==> src/rtl/core/sfcs_pkg.sv <==
// sfcs_pkg: shared constants, status codes and the frame job type for the
// sensor frame CRC and scale block. No dependencies.
`default_nettype none

package sfcs_pkg;

  localparam int FRAC_BITS_DEF = 8;
  localparam int QUEUE_DEPTH   = 2;

  localparam logic [7:0] CRC_INIT = 8'hFF;
  localparam logic [7:0] CRC_POLY = 8'h31;

  localparam logic [3:0] LAST_POS = 4'd8;   // position of the third CRC byte

  // quotient_status codes
  localparam logic [1:0] ST_OK   = 2'd0;
  localparam logic [1:0] ST_ZERO = 2'd1;
  localparam logic [1:0] ST_SAT  = 2'd2;

  localparam logic signed [23:0] FIX_MAX = 24'sh7FFFFF;
  localparam logic signed [23:0] FIX_MIN = 24'sh800000;

  // One completed frame, handed from the byte front end to the divider.
  typedef struct packed {
    logic [15:0] pressure;
    logic [15:0] temperature;
    logic [15:0] scale;
    logic [2:0]  fail_mask;
  } sfcs_job_t;

endpackage

`default_nettype wire

==> src/rtl/core/sfcs_if.sv <==
// sfcs_if: valid/ready channel interfaces for frame bytes and results.
// Depends on nothing but the language.
`default_nettype none

interface sfcs_in_if;
  logic       valid;
  logic       ready;
  logic [7:0] rx_byte;
  logic       frame_start;

  modport source (output valid, output rx_byte, output frame_start, input ready);
  modport sink   (input valid, input rx_byte, input frame_start, output ready);
endinterface

interface sfcs_out_if;
  logic               valid;
  logic               ready;
  logic signed [23:0] pressure_fixed;
  logic signed [15:0] pressure_raw;
  logic signed [15:0] temperature_raw;
  logic signed [15:0] scale_factor;
  logic [2:0]         crc_fail_mask;
  logic [1:0]         quotient_status;

  modport source (output valid, output pressure_fixed, output pressure_raw,
                  output temperature_raw, output scale_factor, output crc_fail_mask,
                  output quotient_status, input ready);
  modport sink   (input valid, input pressure_fixed, input pressure_raw,
                  input temperature_raw, input scale_factor, input crc_fail_mask,
                  input quotient_status, output ready);
endinterface

`default_nettype wire

==> src/rtl/core/sfcs_front.sv <==
// sfcs_front: byte front end. Tracks frame position, runs the CRC-8 per word,
// assembles words and pushes one job per frame. Uses sfcs_pkg, sfcs_if.
`default_nettype none

module sfcs_front
  import sfcs_pkg::*;
(
  input  wire logic  clk,
  input  wire logic  rst,
  sfcs_in_if.sink    frame,
  input  wire logic  queue_full,
  output logic       job_push,
  output sfcs_job_t  job
);

  typedef enum logic [1:0] {ROLE_HIGH, ROLE_LOW, ROLE_CHECK} role_t;

  function automatic logic [7:0] crc_fold(input logic [7:0] crc, input logic [7:0] b);
    logic [7:0] c;
    c = crc ^ b;
    for (int k = 0; k < 8; k++) begin
      c = c[7] ? ({c[6:0], 1'b0} ^ CRC_POLY) : {c[6:0], 1'b0};
    end
    return c;
  endfunction

  logic [3:0]  pos;
  logic [7:0]  crc;
  logic [7:0]  hold;
  logic [15:0] pressure_word;
  logic [15:0] temperature_word;
  logic [15:0] scale_word;
  logic [2:0]  fail_bits;

  logic        accept;
  logic [3:0]  pos_eff;
  role_t       role;
  logic [1:0]  word;
  logic [2:0]  fail_base;
  logic [2:0]  fail_next;
  logic [7:0]  crc_base;
  logic [7:0]  crc_next;
  logic [15:0] word_value;

  assign frame.ready = !queue_full;
  assign accept      = frame.valid && frame.ready;

  always_comb begin
    if (frame.frame_start || pos > LAST_POS) begin
      pos_eff = '0;
    end else begin
      pos_eff = pos;
    end
  end

  always_comb begin
    case (pos_eff)
      4'd0, 4'd3, 4'd6: role = ROLE_HIGH;
      4'd1, 4'd4, 4'd7: role = ROLE_LOW;
      default:          role = ROLE_CHECK;
    endcase
    case (pos_eff)
      4'd0, 4'd1, 4'd2: word = 2'd0;
      4'd3, 4'd4, 4'd5: word = 2'd1;
      default:          word = 2'd2;
    endcase
  end

  assign crc_base   = (role == ROLE_HIGH) ? CRC_INIT : crc;
  assign crc_next   = crc_fold(crc_base, frame.rx_byte);
  assign word_value = {hold, frame.rx_byte};
  assign fail_base  = (pos_eff == 4'd0) ? 3'b000 : fail_bits;

  always_comb begin
    fail_next = fail_base;
    if (role == ROLE_CHECK && crc != frame.rx_byte) begin
      fail_next = fail_base | (3'b001 << word);
    end
  end

  assign job_push        = accept && (pos_eff == LAST_POS);
  assign job.pressure    = pressure_word;
  assign job.temperature = temperature_word;
  assign job.scale       = scale_word;
  assign job.fail_mask   = fail_next;

  always_ff @(posedge clk) begin
    if (rst) begin
      pos              <= '0;
      crc              <= CRC_INIT;
      hold             <= '0;
      pressure_word    <= '0;
      temperature_word <= '0;
      scale_word       <= '0;
      fail_bits        <= '0;
    end else if (accept) begin
      pos       <= (pos_eff == LAST_POS) ? 4'd0 : pos_eff + 4'd1;
      fail_bits <= fail_next;
      case (role)
        ROLE_HIGH: begin
          crc  <= crc_next;
          hold <= frame.rx_byte;
        end
        ROLE_LOW: begin
          crc <= crc_next;
          case (word)
            2'd0:    pressure_word    <= word_value;
            2'd1:    temperature_word <= word_value;
            default: scale_word       <= word_value;
          endcase
        end
        default: begin
        end
      endcase
    end
  end

endmodule

`default_nettype wire

==> src/rtl/core/sfcs_fifo.sv <==
// sfcs_fifo: small register queue between the front end and the divider.
// Depends on nothing but the language.
`default_nettype none

module sfcs_fifo #(
  parameter int WIDTH = 8,
  parameter int DEPTH = 2
) (
  input  wire logic             clk,
  input  wire logic             rst,
  input  wire logic             push,
  input  wire logic [WIDTH-1:0] wdata,
  output logic                  full,
  input  wire logic             pop,
  output logic [WIDTH-1:0]      rdata,
  output logic                  nonempty
);

  localparam int PTR_W = (DEPTH > 1) ? $clog2(DEPTH) : 1;
  localparam int CNT_W = $clog2(DEPTH + 1);

  logic [WIDTH-1:0] slots [DEPTH];
  logic [PTR_W-1:0] wr_ptr;
  logic [PTR_W-1:0] rd_ptr;
  logic [CNT_W-1:0] count;
  logic             do_push;
  logic             do_pop;

  assign full     = (count == CNT_W'(DEPTH));
  assign nonempty = (count != '0);
  assign rdata    = slots[rd_ptr];
  assign do_push  = push && !full;
  assign do_pop   = pop && nonempty;

  always_ff @(posedge clk) begin
    if (do_push) begin
      slots[wr_ptr] <= wdata;
    end
  end

  always_ff @(posedge clk) begin
    if (rst) begin
      wr_ptr <= '0;
      rd_ptr <= '0;
      count  <= '0;
    end else begin
      if (do_push) begin
        wr_ptr <= (wr_ptr == PTR_W'(DEPTH - 1)) ? '0 : wr_ptr + 1'b1;
      end
      if (do_pop) begin
        rd_ptr <= (rd_ptr == PTR_W'(DEPTH - 1)) ? '0 : rd_ptr + 1'b1;
      end
      if (do_push && !do_pop) begin
        count <= count + 1'b1;
      end else if (do_pop && !do_push) begin
        count <= count - 1'b1;
      end
    end
  end

endmodule

`default_nettype wire

==> src/rtl/core/sfcs_back.sv <==
// sfcs_back: back end. Bit-serial restoring divider for pressure/scale,
// saturation and the result register. Uses sfcs_pkg, sfcs_if.
`default_nettype none

module sfcs_back
  import sfcs_pkg::*;
#(
  parameter int FRAC_BITS = FRAC_BITS_DEF
) (
  input  wire logic       clk,
  input  wire logic       rst,
  input  wire logic       job_valid,
  output logic            job_pop,
  input  wire sfcs_job_t  job,
  sfcs_out_if.source      result
);

  localparam int NUM_W = 16 + FRAC_BITS;
  localparam int CNT_W = $clog2(NUM_W);
  localparam int MAG_W = (NUM_W > 25) ? NUM_W : 25;
  localparam int POS_LIM = 8388607;
  localparam int NEG_LIM = 8388608;

  typedef enum logic [1:0] {S_IDLE, S_DIV, S_FIN} state_t;

  state_t       state;
  logic [CNT_W-1:0] cnt;
  logic [15:0]  rem;
  logic [NUM_W-1:0] shreg;     // numerator bits out the top, quotient bits in
  logic [15:0]  dsor;
  logic         neg;
  logic         zero;
  sfcs_job_t    cur;

  logic               out_valid;
  logic signed [23:0] out_fixed;
  logic [15:0]        out_p;
  logic [15:0]        out_t;
  logic [15:0]        out_s;
  logic [2:0]         out_mask;
  logic [1:0]         out_status;

  logic [15:0]        p_mag;
  logic [15:0]        s_mag;
  logic [16:0]        trial;
  logic               ge;
  logic [MAG_W-1:0]   mag;
  logic signed [23:0] q_val;
  logic [1:0]         q_status;
  logic               out_free;

  assign p_mag    = job.pressure[15] ? 16'(-job.pressure) : job.pressure;
  assign s_mag    = job.scale[15] ? 16'(-job.scale) : job.scale;
  assign job_pop  = (state == S_IDLE) && job_valid;
  assign trial    = {rem, shreg[NUM_W-1]};
  assign ge       = (trial >= {1'b0, dsor});
  assign mag      = MAG_W'(shreg);
  assign out_free = !out_valid || result.ready;

  always_comb begin
    if (zero) begin
      q_val    = '0;
      q_status = ST_ZERO;
    end else if (neg) begin
      if (mag > MAG_W'(NEG_LIM)) begin
        q_val    = FIX_MIN;
        q_status = ST_SAT;
      end else begin
        q_val    = -$signed(24'(mag));
        q_status = ST_OK;
      end
    end else begin
      if (mag > MAG_W'(POS_LIM)) begin
        q_val    = FIX_MAX;
        q_status = ST_SAT;
      end else begin
        q_val    = $signed(24'(mag));
        q_status = ST_OK;
      end
    end
  end

  always_ff @(posedge clk) begin
    if (rst) begin
      state     <= S_IDLE;
      out_valid <= 1'b0;
    end else begin
      // load a new result, or drop the current one once taken
      if (state == S_FIN && out_free) begin
        out_valid <= 1'b1;
      end else if (result.ready) begin
        out_valid <= 1'b0;
      end
      case (state)
        S_IDLE: begin
          if (job_valid) begin
            cur   <= job;
            shreg <= NUM_W'(p_mag) << FRAC_BITS;
            dsor  <= s_mag;
            neg   <= job.pressure[15] ^ job.scale[15];
            zero  <= (job.scale == '0);
            rem   <= '0;
            cnt   <= CNT_W'(NUM_W - 1);
            state <= (job.scale == '0) ? S_FIN : S_DIV;
          end
        end
        S_DIV: begin
          rem   <= ge ? 16'(trial - {1'b0, dsor}) : trial[15:0];
          shreg <= {shreg[NUM_W-2:0], ge};
          cnt   <= cnt - 1'b1;
          if (cnt == '0) begin
            state <= S_FIN;
          end
        end
        S_FIN: begin
          if (out_free) begin
            out_fixed  <= q_val;
            out_p      <= cur.pressure;
            out_t      <= cur.temperature;
            out_s      <= cur.scale;
            out_mask   <= cur.fail_mask;
            out_status <= q_status;
            state      <= S_IDLE;
          end
        end
        default: state <= S_IDLE;
      endcase
    end
  end

  assign result.valid           = out_valid;
  assign result.pressure_fixed  = out_fixed;
  assign result.pressure_raw    = $signed(out_p);
  assign result.temperature_raw = $signed(out_t);
  assign result.scale_factor    = $signed(out_s);
  assign result.crc_fail_mask   = out_mask;
  assign result.quotient_status = out_status;

`ifndef SYNTHESIS
  a_zero_scale: assert property (@(posedge clk) disable iff (rst)
    (result.valid && result.quotient_status == ST_ZERO) |->
      (result.pressure_fixed == '0 && result.scale_factor == '0))
    else $error("zero scale result carries nonzero quotient");

  a_sat_value: assert property (@(posedge clk) disable iff (rst)
    (result.valid && result.quotient_status == ST_SAT) |->
      (result.pressure_fixed == FIX_MAX || result.pressure_fixed == FIX_MIN))
    else $error("saturated result not at a rail");

  a_status_code: assert property (@(posedge clk) disable iff (rst)
    result.valid |-> (result.quotient_status == ST_OK ||
                      result.quotient_status == ST_ZERO ||
                      result.quotient_status == ST_SAT))
    else $error("undefined quotient status");

  a_no_pop_busy: assert property (@(posedge clk) disable iff (rst)
    (state == S_DIV) |=> !$past(job_pop))
    else $error("job taken while divider busy");
`endif

endmodule

`default_nettype wire

==> src/rtl/core/sensor_frame_crc_and_scale.sv <==
// sensor_frame_crc_and_scale: top level of the sensor frame checker/scaler.
// Instantiates sfcs_front, sfcs_fifo and sfcs_back; uses sfcs_pkg, sfcs_if.
`default_nettype none

// Takes a 9-byte pressure sensor frame one byte per transaction on "frame":
// three big-endian words (pressure, temperature, scale), each followed by a
// CRC-8 byte (poly 0x31, init 0xFF, no final XOR). frame_start forces the byte
// to position 0; without it frames run back to back. On the ninth byte one
// result transaction follows on "result" with the raw words, the CRC fail mask
// and pressure * 2^FRAC_BITS / scale, truncated toward zero and saturated to
// 24 bits (status 1 for zero scale, 2 for saturation). Results are given even
// on CRC failure.
// Timing: the front end takes one byte per cycle while the job queue
// (QDEPTH frames) has room. The back end handles each frame in a load step,
// 16 + FRAC_BITS divider iterations at one quotient bit per cycle (skipped
// for zero scale) and a finalize step, so the sustained rate is set by the
// serial divider, which takes no new frame until the last one is finished.
// A stalled result register holds the divider in its final step, and the
// queue then fills and drops frame.ready.

module sensor_frame_crc_and_scale
  import sfcs_pkg::*;
#(
  parameter int FRAC_BITS = FRAC_BITS_DEF,  // 0..16
  parameter int QDEPTH    = QUEUE_DEPTH
) (
  input  wire logic  clk,
  input  wire logic  rst,
  sfcs_in_if.sink    frame,
  sfcs_out_if.source result
);

  sfcs_job_t push_job;
  sfcs_job_t pop_job;
  logic      push;
  logic      full;
  logic      pop;
  logic      nonempty;

  // byte position, CRC and word assembly
  sfcs_front u_front (
    .clk        (clk),
    .rst        (rst),
    .frame      (frame),
    .queue_full (full),
    .job_push   (push),
    .job        (push_job)
  );

  // decouples byte intake from the divider
  sfcs_fifo #(
    .WIDTH ($bits(sfcs_job_t)),
    .DEPTH (QDEPTH)
  ) u_queue (
    .clk      (clk),
    .rst      (rst),
    .push     (push),
    .wdata    (push_job),
    .full     (full),
    .pop      (pop),
    .rdata    (pop_job),
    .nonempty (nonempty)
  );

  // serial divide, saturate, result register
  sfcs_back #(
    .FRAC_BITS (FRAC_BITS)
  ) u_back (
    .clk       (clk),
    .rst       (rst),
    .job_valid (nonempty),
    .job_pop   (pop),
    .job       (pop_job),
    .result    (result)
  );

endmodule

`default_nettype wire
==> src/flat_wrapper.sv <==
// flat-port wrapper written by rule: the top's interface ports become plain ports
module sensor_frame_crc_and_scale_flat import sfcs_pkg::*;
#(
  parameter int FRAC_BITS = FRAC_BITS_DEF,          
  parameter int QDEPTH    = QUEUE_DEPTH
)
  (clk, rst, frame_valid, frame_rx_byte, frame_frame_start, frame_ready, result_valid, result_pressure_fixed, result_pressure_raw, result_temperature_raw, result_scale_factor, result_crc_fail_mask, result_quotient_status, result_ready);
  sfcs_in_if frame_i ();
  sfcs_out_if result_i ();
  input  wire logic clk;
  input  wire logic rst;
  input wire logic [$bits(frame_i.valid)-1:0] frame_valid;
  input wire logic [$bits(frame_i.rx_byte)-1:0] frame_rx_byte;
  input wire logic [$bits(frame_i.frame_start)-1:0] frame_frame_start;
  output wire logic [$bits(frame_i.ready)-1:0] frame_ready;
  output wire logic [$bits(result_i.valid)-1:0] result_valid;
  output wire logic [$bits(result_i.pressure_fixed)-1:0] result_pressure_fixed;
  output wire logic [$bits(result_i.pressure_raw)-1:0] result_pressure_raw;
  output wire logic [$bits(result_i.temperature_raw)-1:0] result_temperature_raw;
  output wire logic [$bits(result_i.scale_factor)-1:0] result_scale_factor;
  output wire logic [$bits(result_i.crc_fail_mask)-1:0] result_crc_fail_mask;
  output wire logic [$bits(result_i.quotient_status)-1:0] result_quotient_status;
  input wire logic [$bits(result_i.ready)-1:0] result_ready;
  assign frame_i.valid = frame_valid;
  assign frame_i.rx_byte = frame_rx_byte;
  assign frame_i.frame_start = frame_frame_start;
  assign frame_ready = frame_i.ready;
  assign result_valid = result_i.valid;
  assign result_pressure_fixed = result_i.pressure_fixed;
  assign result_pressure_raw = result_i.pressure_raw;
  assign result_temperature_raw = result_i.temperature_raw;
  assign result_scale_factor = result_i.scale_factor;
  assign result_crc_fail_mask = result_i.crc_fail_mask;
  assign result_quotient_status = result_i.quotient_status;
  assign result_i.ready = result_ready;
  sensor_frame_crc_and_scale #(.FRAC_BITS(FRAC_BITS), .QDEPTH(QDEPTH)) u_core (.clk(clk), .rst(rst), .frame(frame_i), .result(result_i));
endmodule
==> config.mk <==
export PLATFORM = sky130hd
export DESIGN_NAME = sensor_frame_crc_and_scale_flat
export DESIGN_NICKNAME = d
export VERILOG_FILES = /design/src/rtl/core/sfcs_pkg.sv /design/src/rtl/core/sfcs_if.sv /design/src/rtl/core/sfcs_front.sv /design/src/rtl/core/sfcs_fifo.sv /design/src/rtl/core/sfcs_back.sv /design/src/rtl/core/sensor_frame_crc_and_scale.sv /design/src/flat_wrapper.sv
export SDC_FILE = /design/constraint.sdc
export NUM_CORES = 1
export LEC_CHECK = 0
export BUFFER_PORTS_ARGS = -buffer_cell sky130_fd_sc_hd__buf_2
export CAP_MARGIN = 20
export CORE_MARGIN = 1
export CORE_UTILIZATION = 30
export DETAILED_ROUTE_END_ITERATION = 8
export GPL_TIMING_DRIVEN = 0
export SKIP_CTS_REPAIR_TIMING = 1
export SLEW_MARGIN = 30
export SYNTH_ARGS = -nofsm -noshare
export SYNTH_HDL_FRONTEND = slang
export SYNTH_SLANG_ARGS = --single-unit
==> constraint.sdc <==
create_clock -name clk -period 7.7 [get_ports clk]
set_input_delay 0.385 -clock clk [delete_from_list [all_inputs] [get_ports clk]]
set_output_delay 0.385 -clock clk [all_outputs]
set_load 0.02 [all_outputs]
# After elaboration in Yosys (flattened, before gate mapping)
# Memory sizes are Yosys's and may differ from the RTL's. A register that Yosys moved wholly into a read port is not among the register bits.
# Cells that the tools add are included.
# classes
div_mod_pow,0
magnitude_cmp,4
addsub,10
multipliers,0
shift,1
n_eq_ne,18
n_reduce_logical,40
n_bitwise,13
n_mux,45
# op_table
cell,n
$mux W24,4
$mux W16,3
$mux W6,8
$pmux W24 S2,1
$neg A16 Y16,2
$pmux W16 S2,1
$gt A24 B23 Y1 const B,1
$gt A24 B24 Y1 const B,1
$neg A24 Y24,1
$not A3 Y3,8
$reduce_and A3 Y1,7
$mux W2,9
$ge A17 B16 Y1,1
$eq A4 B3 Y1 const B,4
$logic_not A16 Y1,1
$sub A16 B16 Y16,1
$mux W15,1
$reduce_or A3 Y1,4
$pmux W5 S2,1
$logic_and A1 B1 Y1,9
$eq A4 B2 Y1 const B,2
$mux W1,8
$mux W4,2
$mux W8,1
other kinds (29),50
# word_totals
memories,1
mem_bits_ro,0
wordCells,161
register_bits,269
ramBits,102
latchBits,0
out_inout_bits,79
input_bits,13
# memory_table
memory,depth,word_bits,read_ports,rd_clocked_by_memory_dff,wr,line_no,text
u_core.u_queue.slots,2,51,1,1,1,sfcs_fifo.sv:22,logic [WIDTH-1:0] slots [DEPTH];

# Logic depth before layout (Yosys ltp)
# Gate-level depths: netlist (run 1).
# depth
ltp_word,25
mapped_depth,13
depth_no_buf,11

# Hierarchy
# Synthesis (run 1) repeated with hierarchy kept, for this count alone.
# unflattened
hier_cells,1279
hier_area_um2,16213.0
# by_module_without_submodules
mod,area_each_um2,cells_each,n_inst,seq_area_each_um2
sfcs_back,9039.9,713,1,5765.5
sfcs_fifo,3887.5,184,1,3163.0
sfcs_front,3285.7,382,1,1421.4

# Worst setup path after synthesis (run 1)
# No wires, ideal clock.
# synth_path
kind,input to register
from,in rst
to,"reg u_core.u_back.out_mask[0], in the netlist u_core.u_back.result.crc_fail_mask[0], enable pin"
t_arrival_ps,6239
path_buffers,1
cell_stages,2
t_required_ps,7077
slack_ps,838
path_cell_list,clkbuf_1 -> nor3b_1
# synth_via
elab_chain_cells,2
# synth_lines
element,line_no,text
from (decl),flat_wrapper.sv:11,input wire logic rst;
$not A1 Y1 (no line),--,
$reduce_and A3 Y1 (no line),--,
to (signal assigned),sfcs_back.sv:121,out_mask <= cur.fail_mask;
to (decl),sfcs_back.sv:40,logic [2:0] out_mask;
# Every way passes these cells.
# A chain may end at the register's enable or synchronous reset.

==> metrics, run 1 <==
core area=0.0528 sq mm; Post-DP HPWL=25,900 microns; Ant. Diodes=0; clock sink total=371; synthesized cell area=0.0161 sq mm; Peak Freq=229 MHz; count of different cell masters after synthesis=78; Syn Inst Count=1,276; Setup crit end kind=flip-flop; Worst Path Required=7.99 ns; first-pass GRT wire length=56,700 microns; maxcap violations=0; gr usage total=13.4%; sequential fraction of the synthesis area=64.4%; Yosys top cell by area=edfxtp_1; CTS Buf Count=42; grt total ovfl=0; Routed WL per cell=17.0 microns; period utilization=56.8%; Area Growth Syn to Fin=18.4%; Initial DRC Count=829; final setup vio count=0; ranking of synthesized cells by area=edfxtp_1, dfxtp_1, mux2i_1; crit path DAT=4.67 ns; Slew Viols, Final=0; number of antenna violations at the first check in global routing=1; H-tree depth=2; Leak Pwr=6.71 nW; PwrDens=327 mW/mm^2; DP Cell Count=2,072; failing checks=design-rule violations; syn_nets=1,313; clock-pin slew of the registers on the worst-case setup and hold paths=0.06 ns; via density per instance=4.83; PortBufs=81; Final ANT Viol Nets=0; largest net degree at the start of global routing=33; DRT Pass-1 Iters=7; syn_area_per_cell=12.6 sq um; row cnt=84; cell with the most instances after synthesis=edfxtp_1; status=finished with violations; Post-DP Area=0.0177 sq mm; Root Buffer Master=clkbuf_16; count of nets after finishing=1,465; Die ar.=0.0545 sq mm; family with the most delay on the worst path=buffers and inverters; CTS tree=done; layout cell share with drive strength beyond 1=17.0%; Crit Path Class=flip-flop to flip-flop; Post-synth ARST share=0%; worst path buffer plus inverter count=6; Slew headroom=50.6%; Starting Density=30.5%; peak supply drop=0.148 mV; RSZ-0062 raised after global routing=false; Synth top area share=54.5%; slowest cell delay on critical path=0.61 ns; routability cong.=0.846; final std cells w/o fill=2,149; Post-Route Skew=0.0142 ns; min-delay worst type=input pin to flip-flop; most used cell, CP=buf_6; Yosys reg bits=371; Die Span Y=234 microns; final instance area=0.0190 sq mm; fin crit period=4.37 ns; final total power=0.00622 W; slowest CP cell=mux2i_1; final hold vios=0; vias post-DR=10.4k; routed wire length=36,500 microns; worst-path cell chain=buf_6 -> buf_12 -> buf_4 -> buf_6 -> buf_2 -> buf_1 -> mux2i_1 -> ha_1 -> o2111ai_1 -> or4_1 -> o31ai_1 -> xor2_1 -> o21ai_1; Residual DRC=14; CP startpoint kind=flip-flop; most frequent cells after synthesis=edfxtp_1, nor2_1, nand2_1; EDFF count, synth=292; later-pin clock latency in the skew report=0.55 ns; Worst-Margin Slew=0.741 ns; dominant synthesized flop cell=edfxtp_1; Syn. warnings=0; vias in the first global route=10.0k; Max Root-Sink Buffers=3; Max FO, Critical Path=10; num ports=92; die width=234 microns
## worst paths after layout
path / from / to / slack [ns] / cells past startpoint
worst min register to register: u_core.u_back.cur[32] / u_core.u_back.result.temperature_raw[13] / 0.41 / 0
worst max-delay path: flip-flop / u_core.u_back.shreg[20] / 3.33 / 13
worst max register to register: flip-flop / u_core.u_back.shreg[20] / 3.33 / 13
worst min-delay path: rst / u_core.u_front.scale_word[0] / 0.28 / 2
## stage by stage
step | setup WS [ns] | hold slack (ns) | setup TNS (ns) | utilization [%]
2_1_floorplan | 0.838 | 0.400 | 0 | -
3_3_place_gp | -2.62 | 0.405 | -214.07 | 32.9
3_5_place_dp | 3.21 | 0.405 | 0 | 33.5
4_1_cts | 3.24 | 0.245 | 0 | 36.1
5_1_grt | 3.01 | 0.283 | 0 | 36.1
6_report | 3.33 | 0.277 | 0 | 36.1
## cell usage in the layout (no fill, tap or decap), types with 12 or more instances in the layout
cell         n
or3_1       13
nor2_1     108
ha_1        23
mux2_2      37
dfxtp_1     79
clkbuf_1    53
o31ai_1     12
mux2i_1     55
o211ai_1    20
xnor2_1     50
nand3_1     28
buf_2       90
edfxtp_1   292
buf_4       21
xor2_1      17
nor3_1      27
nand2b_1    12
a21oi_1     76
o21ai_0     58
nand2_1    106
inv_1       47
clkbuf_16   43
## layer usage
layer  routed length, microns  global-route usage, %  vias up
met5                       10                      0        -
met4                      709                   3.59        2
met3                     1820                   2.69       64
met2                    17400                   22.3      243
met1                    16600                   17.5     5055
li1                         -                      -     5011
## area by class of cell
class / instances / area [sq um]
inverter: 48 / 180
tap: 688 / 861
sequential: 371 / 10300
buffer: 64 / 294
clock inverter: 20 / 218
multi-input combinational: 793 / 5280
clock buffer: 57 / 1180
timing repair buffer: 108 / 684
fill: 5171 / 33700
## registers in the layout, summed over array words and instances (netlist names), 5 cells and up, named ones only
name and cells:
u_core.u_queue.slots 102, u_core.u_front.pressure_word 16, u_core.u_back.result.scale_factor 16, u_core.u_front.scale_word 16, u_core.u_back.rem 16, u_core.u_back.shreg 24
u_core.u_back.dsor 16, u_core.u_back.result.pressure_raw 16, u_core.u_front.crc 8, u_core.u_back.cur 50, u_core.u_back.result.pressure_fixed 24, u_core.u_front.hold 8
u_core.u_front.temperature_word 16, u_core.u_back.cnt 5, u_core.u_back.result.temperature_raw 16
## report_power, final
part,total (W),switching [W],internal (W),leakage (nW)
clock,0.00201,0.000799,0.00121,0.677
sequential,0.00262,0.000134,0.00249,3.34
combinational,0.00159,0.000971,0.000619,2.69
total,0.00622,0.00190,0.00432,6.71
## cell families (layout without fill, tap and decap cells)
logic type	after synthesis	after routing	synth area share, %
compound gates	242	242	9.84
xor+xnor	69	69	3.89
fa+ha+maj	24	24	1.91
buf+inv	112	297	2.95
flops	371	371	64.4
mux	94	94	6.24
simple gates	364	364	10.8
No activity file was read; power rests on OpenSTA's default activity.
==> inputs of run 2 (changes only) <==
- clock period: 7.7 -> 4.1 ns (I/O delays scaled with it)
==> run 2 against run 1 <==
The flow still finishes with violations (design-rule violations); sequential power up 88%; clock power up 98%; combinational power up 87%; non-clock buffer count down 10; clock-buffer cell count down 6; routed wire length down 1.2%; flip-flop and latch count unchanged; power up 91%; die area unchanged; largest cell class unchanged.
==> metrics, run 2 (synthesized netlist as in run 1, its figures left out) <==
status=finished with violations (unchanged); failing checks=design-rule violations (unchanged); footprint of the multi-input gates=0.00531 sq mm (was 0.00528 sq mm); Post-DP HPWL=25,900 microns (about the same); Net Sw Frac=30.1% (was 30.6%); FF-to-FF End=u_core.u_front.crc[5] (was u_core.u_back.shreg[20]); later-pin clock latency in the skew report=0.56 ns (was 0.55 ns); layout cell share with drive strength beyond 1=17.0% (about the same); Worst Reg-to-Reg Cells=12 (was 13); Peak Freq=276 MHz (was 229 MHz); Residual DRC=20 (was 14); Hold EP=u_core.u_front.scale_word[4] (was u_core.u_front.scale_word[0]); RSZ-0062 raised after global routing=false (unchanged); Area Growth Syn to Fin=19.1% (was 18.4%); CP startpoint kind=flip-flop (unchanged); Routed WL per cell=16.9 microns (was 17.0 microns); Slew headroom=45.7% (was 50.6%); final setup vio count=0 (unchanged); slowest CP cell=dfxtp_1 (was mux2i_1); Crit Path Class=flip-flop to flip-flop (unchanged); commonest non-fill, non-tap cell in the layout=edfxtp_1 (unchanged); clock-pin slew of the registers on the worst-case setup and hold paths=0.06 ns (about the same); max reg flops=102 (unchanged); Die ar.=0.0545 sq mm (unchanged); fin crit period=3.62 ns (was 4.37 ns); Final ANT Viol Nets=0 (unchanged); min-delay worst type=input pin to flip-flop (unchanged); row cnt=84 (unchanged); sequential fraction of design power=41.4% (was 42.1%); count of nets after finishing=1,454 (was 1,465); num ports=92 (unchanged); Die Span Y=234 microns (unchanged); H-tree depth=2 (unchanged); CTS tree=done (unchanged); peak supply drop=0.297 mV (was 0.148 mV); number of fillers in the final layout=5,092 (was 5,171); most frequent cells in the layout=edfxtp_1, nor2_1, nand2_1 (unchanged); P_sw=0.00358 W (was 0.00190 W); first-pass GRT wire length=56,700 microns (about the same); Worst Path Required=4.54 ns (was 7.99 ns); register area=0.0103 sq mm (unchanged); DRT Pass-1 Iters=7 (unchanged); cell internal pwr=0.00830 W (was 0.00432 W); DP Cell Count=2,063 (was 2,072); clock sink total=371 (unchanged); reg2reg setup slack=0.48 ns (was 3.33 ns); pre-CTS setup slack=-0.344 ns (was 3.21 ns); clock share of power=33.5% (was 32.3%); Post-DP Area=0.0177 sq mm (about the same); worst-path cell chain=clkbuf_1 -> nor2_1 -> nand2_1 -> inv_1 -> ha_1 -> o21ai_0 -> a21oi_1 -> a31oi_4 -> nor2_1 -> xnor2_2 -> xnor3_1 -> a211o_1 (was buf_6 -> buf_12 -> buf_4 -> buf_6 -> buf_2 -> buf_1 -> mux2i_1 -> ha_1 -> o2111ai_1 -> or4_1 -> o31ai_1 -> xor2_1 -> o21ai_1); largest net degree at the start of global routing=36 (was 33); Slew Viols, Final=0 (unchanged); Starting Density=30.5% (unchanged); most used cell, CP=nor2_1 (was buf_6); final std cells w/o fill=2,138 (was 2,149); Comb pwr share=25.1% (was 25.6%); Ant. Diodes=0 (unchanged); Largest regs=u_core.u_queue.slots x102, u_core.u_back.cur x50 (unchanged); final worst slack=0.479 ns (was 3.33 ns); R2R Path Start=u_core.u_front.pos[3]; hold path startpoint=rst (unchanged); period utilization=88.3% (was 56.8%); Max FO, Critical Path=10 (unchanged); Initial DRC Count=937 (was 829); maxcap violations=0 (unchanged); slowest cell delay on critical path=0.47 ns (was 0.61 ns); vias in the first global route=10.0k (about the same); hold depth=2 (unchanged); number of antenna violations at the first check in global routing=0 (was 1); crit path DAT=4.06 ns (was 4.67 ns); Largest Register=u_core.u_queue.slots (unchanged); Leak Pwr=6.72 nW (was 6.71 nW); vias post-DR=10.3k (was 10.4k); core area=0.0528 sq mm (unchanged); grt total ovfl=0 (unchanged); CTS Buf Count=41 (was 42); die width=234 microns (unchanged); worst path buffer plus inverter count=2 (was 6); Post-Route Skew=0.0145 ns (was 0.0142 ns); Root Buffer Master=clkbuf_16 (unchanged); routed wire length=36,100 microns (was 36,500 microns); Max Root-Sink Buffers=3 (unchanged); PortBufs=81 (unchanged); family with the most delay on the worst path=compound AO/OA/AOI/OAI gates (was buffers and inverters); final hold vios=0 (unchanged); Setup crit end kind=flip-flop (unchanged); Worst-Margin Slew=0.815 ns (was 0.741 ns); gr usage total=13.5% (was 13.4%); via density per instance=4.80 (was 4.83); routability cong.=0.839 (was 0.846); final instance area=0.0191 sq mm (was 0.0190 sq mm); PwrDens=620 mW/mm^2 (was 327 mW/mm^2)
## run 2: how the worst max path moves through the flow
stage | startpoint | end | slack [ns] | cells after the start
3_5_place_dp | flip-flop | u_core.u_back.shreg[20] | -0.34 | 13
3_3_place_gp | rst | u_core.u_back.result.pressure_raw[0] | -1.77 | 2
2_1_floorplan | u_core.u_back.state[0] | u_core.u_back.result.crc_fail_mask[0] | 0.07 | 2
6_report | u_core.u_front.pos[3] | u_core.u_front.crc[5] | 0.48 | 12
5_1_grt | u_core.u_front.pos[3] | u_core.u_front.crc[5] | 0.24 | 12
4_1_cts | flip-flop | u_core.u_back.shreg[20] | -0.36 | 13
## run 2: layout make-up
class,count,share of cell area [%]
clock inverter,25,1.66
inverter,48,0.941
tap,688,4.50
timing repair buffer,99,3.52
multi-input combinational,793,27.7
buffer,63,1.53
clock buffer,51,6.05
sequential,371,54.1
## run 2: power groups by stage
| stage | Sequential [W] | Combinational [W] | Clock, W |
|---|---|---|---|
| floorplan | 0.00498 | 0.00209 | 0 |
| global placement | 0.00504 | 0.00279 | 0 |
| detailed placement | 0.00500 | 0.00299 | 0 |
| CTS | 0.00492 | 0.00301 | 0.00408 |
| global route | 0.00497 | 0.00333 | 0.00422 |
| finish | 0.00492 | 0.00298 | 0.00397 |
## run 2: layer usage
layer  vias to the layer above  track usage [%]  routed length (microns)
met5                         -                0                        0
met4                         0             4.20                      869
met3                        64             2.88                     2130
met2                       274             22.1                    16900
met1                      4931             17.7                    16200
li1                       4988                -                        -
## run 2: metrics by stage
| step | hold WS [ns] | setup TNS [ns] | power, W | util [%] |
|---|---|---|---|---|
| after global placement | 0.405 | -245.42 | 0.00783 | 32.9 |
| after global routing | 0.105 | 0 | 0.0125 | 36.3 |
| after detailed placement | 0.405 | -0.732 | 0.00799 | 33.5 |
| final | 0.0872 | 0 | 0.0119 | 36.3 |
| after CTS | 0.0718 | -0.784 | 0.0120 | 36.3 |
| after floorplan | 0.400 | 0 | 0.00707 | - |
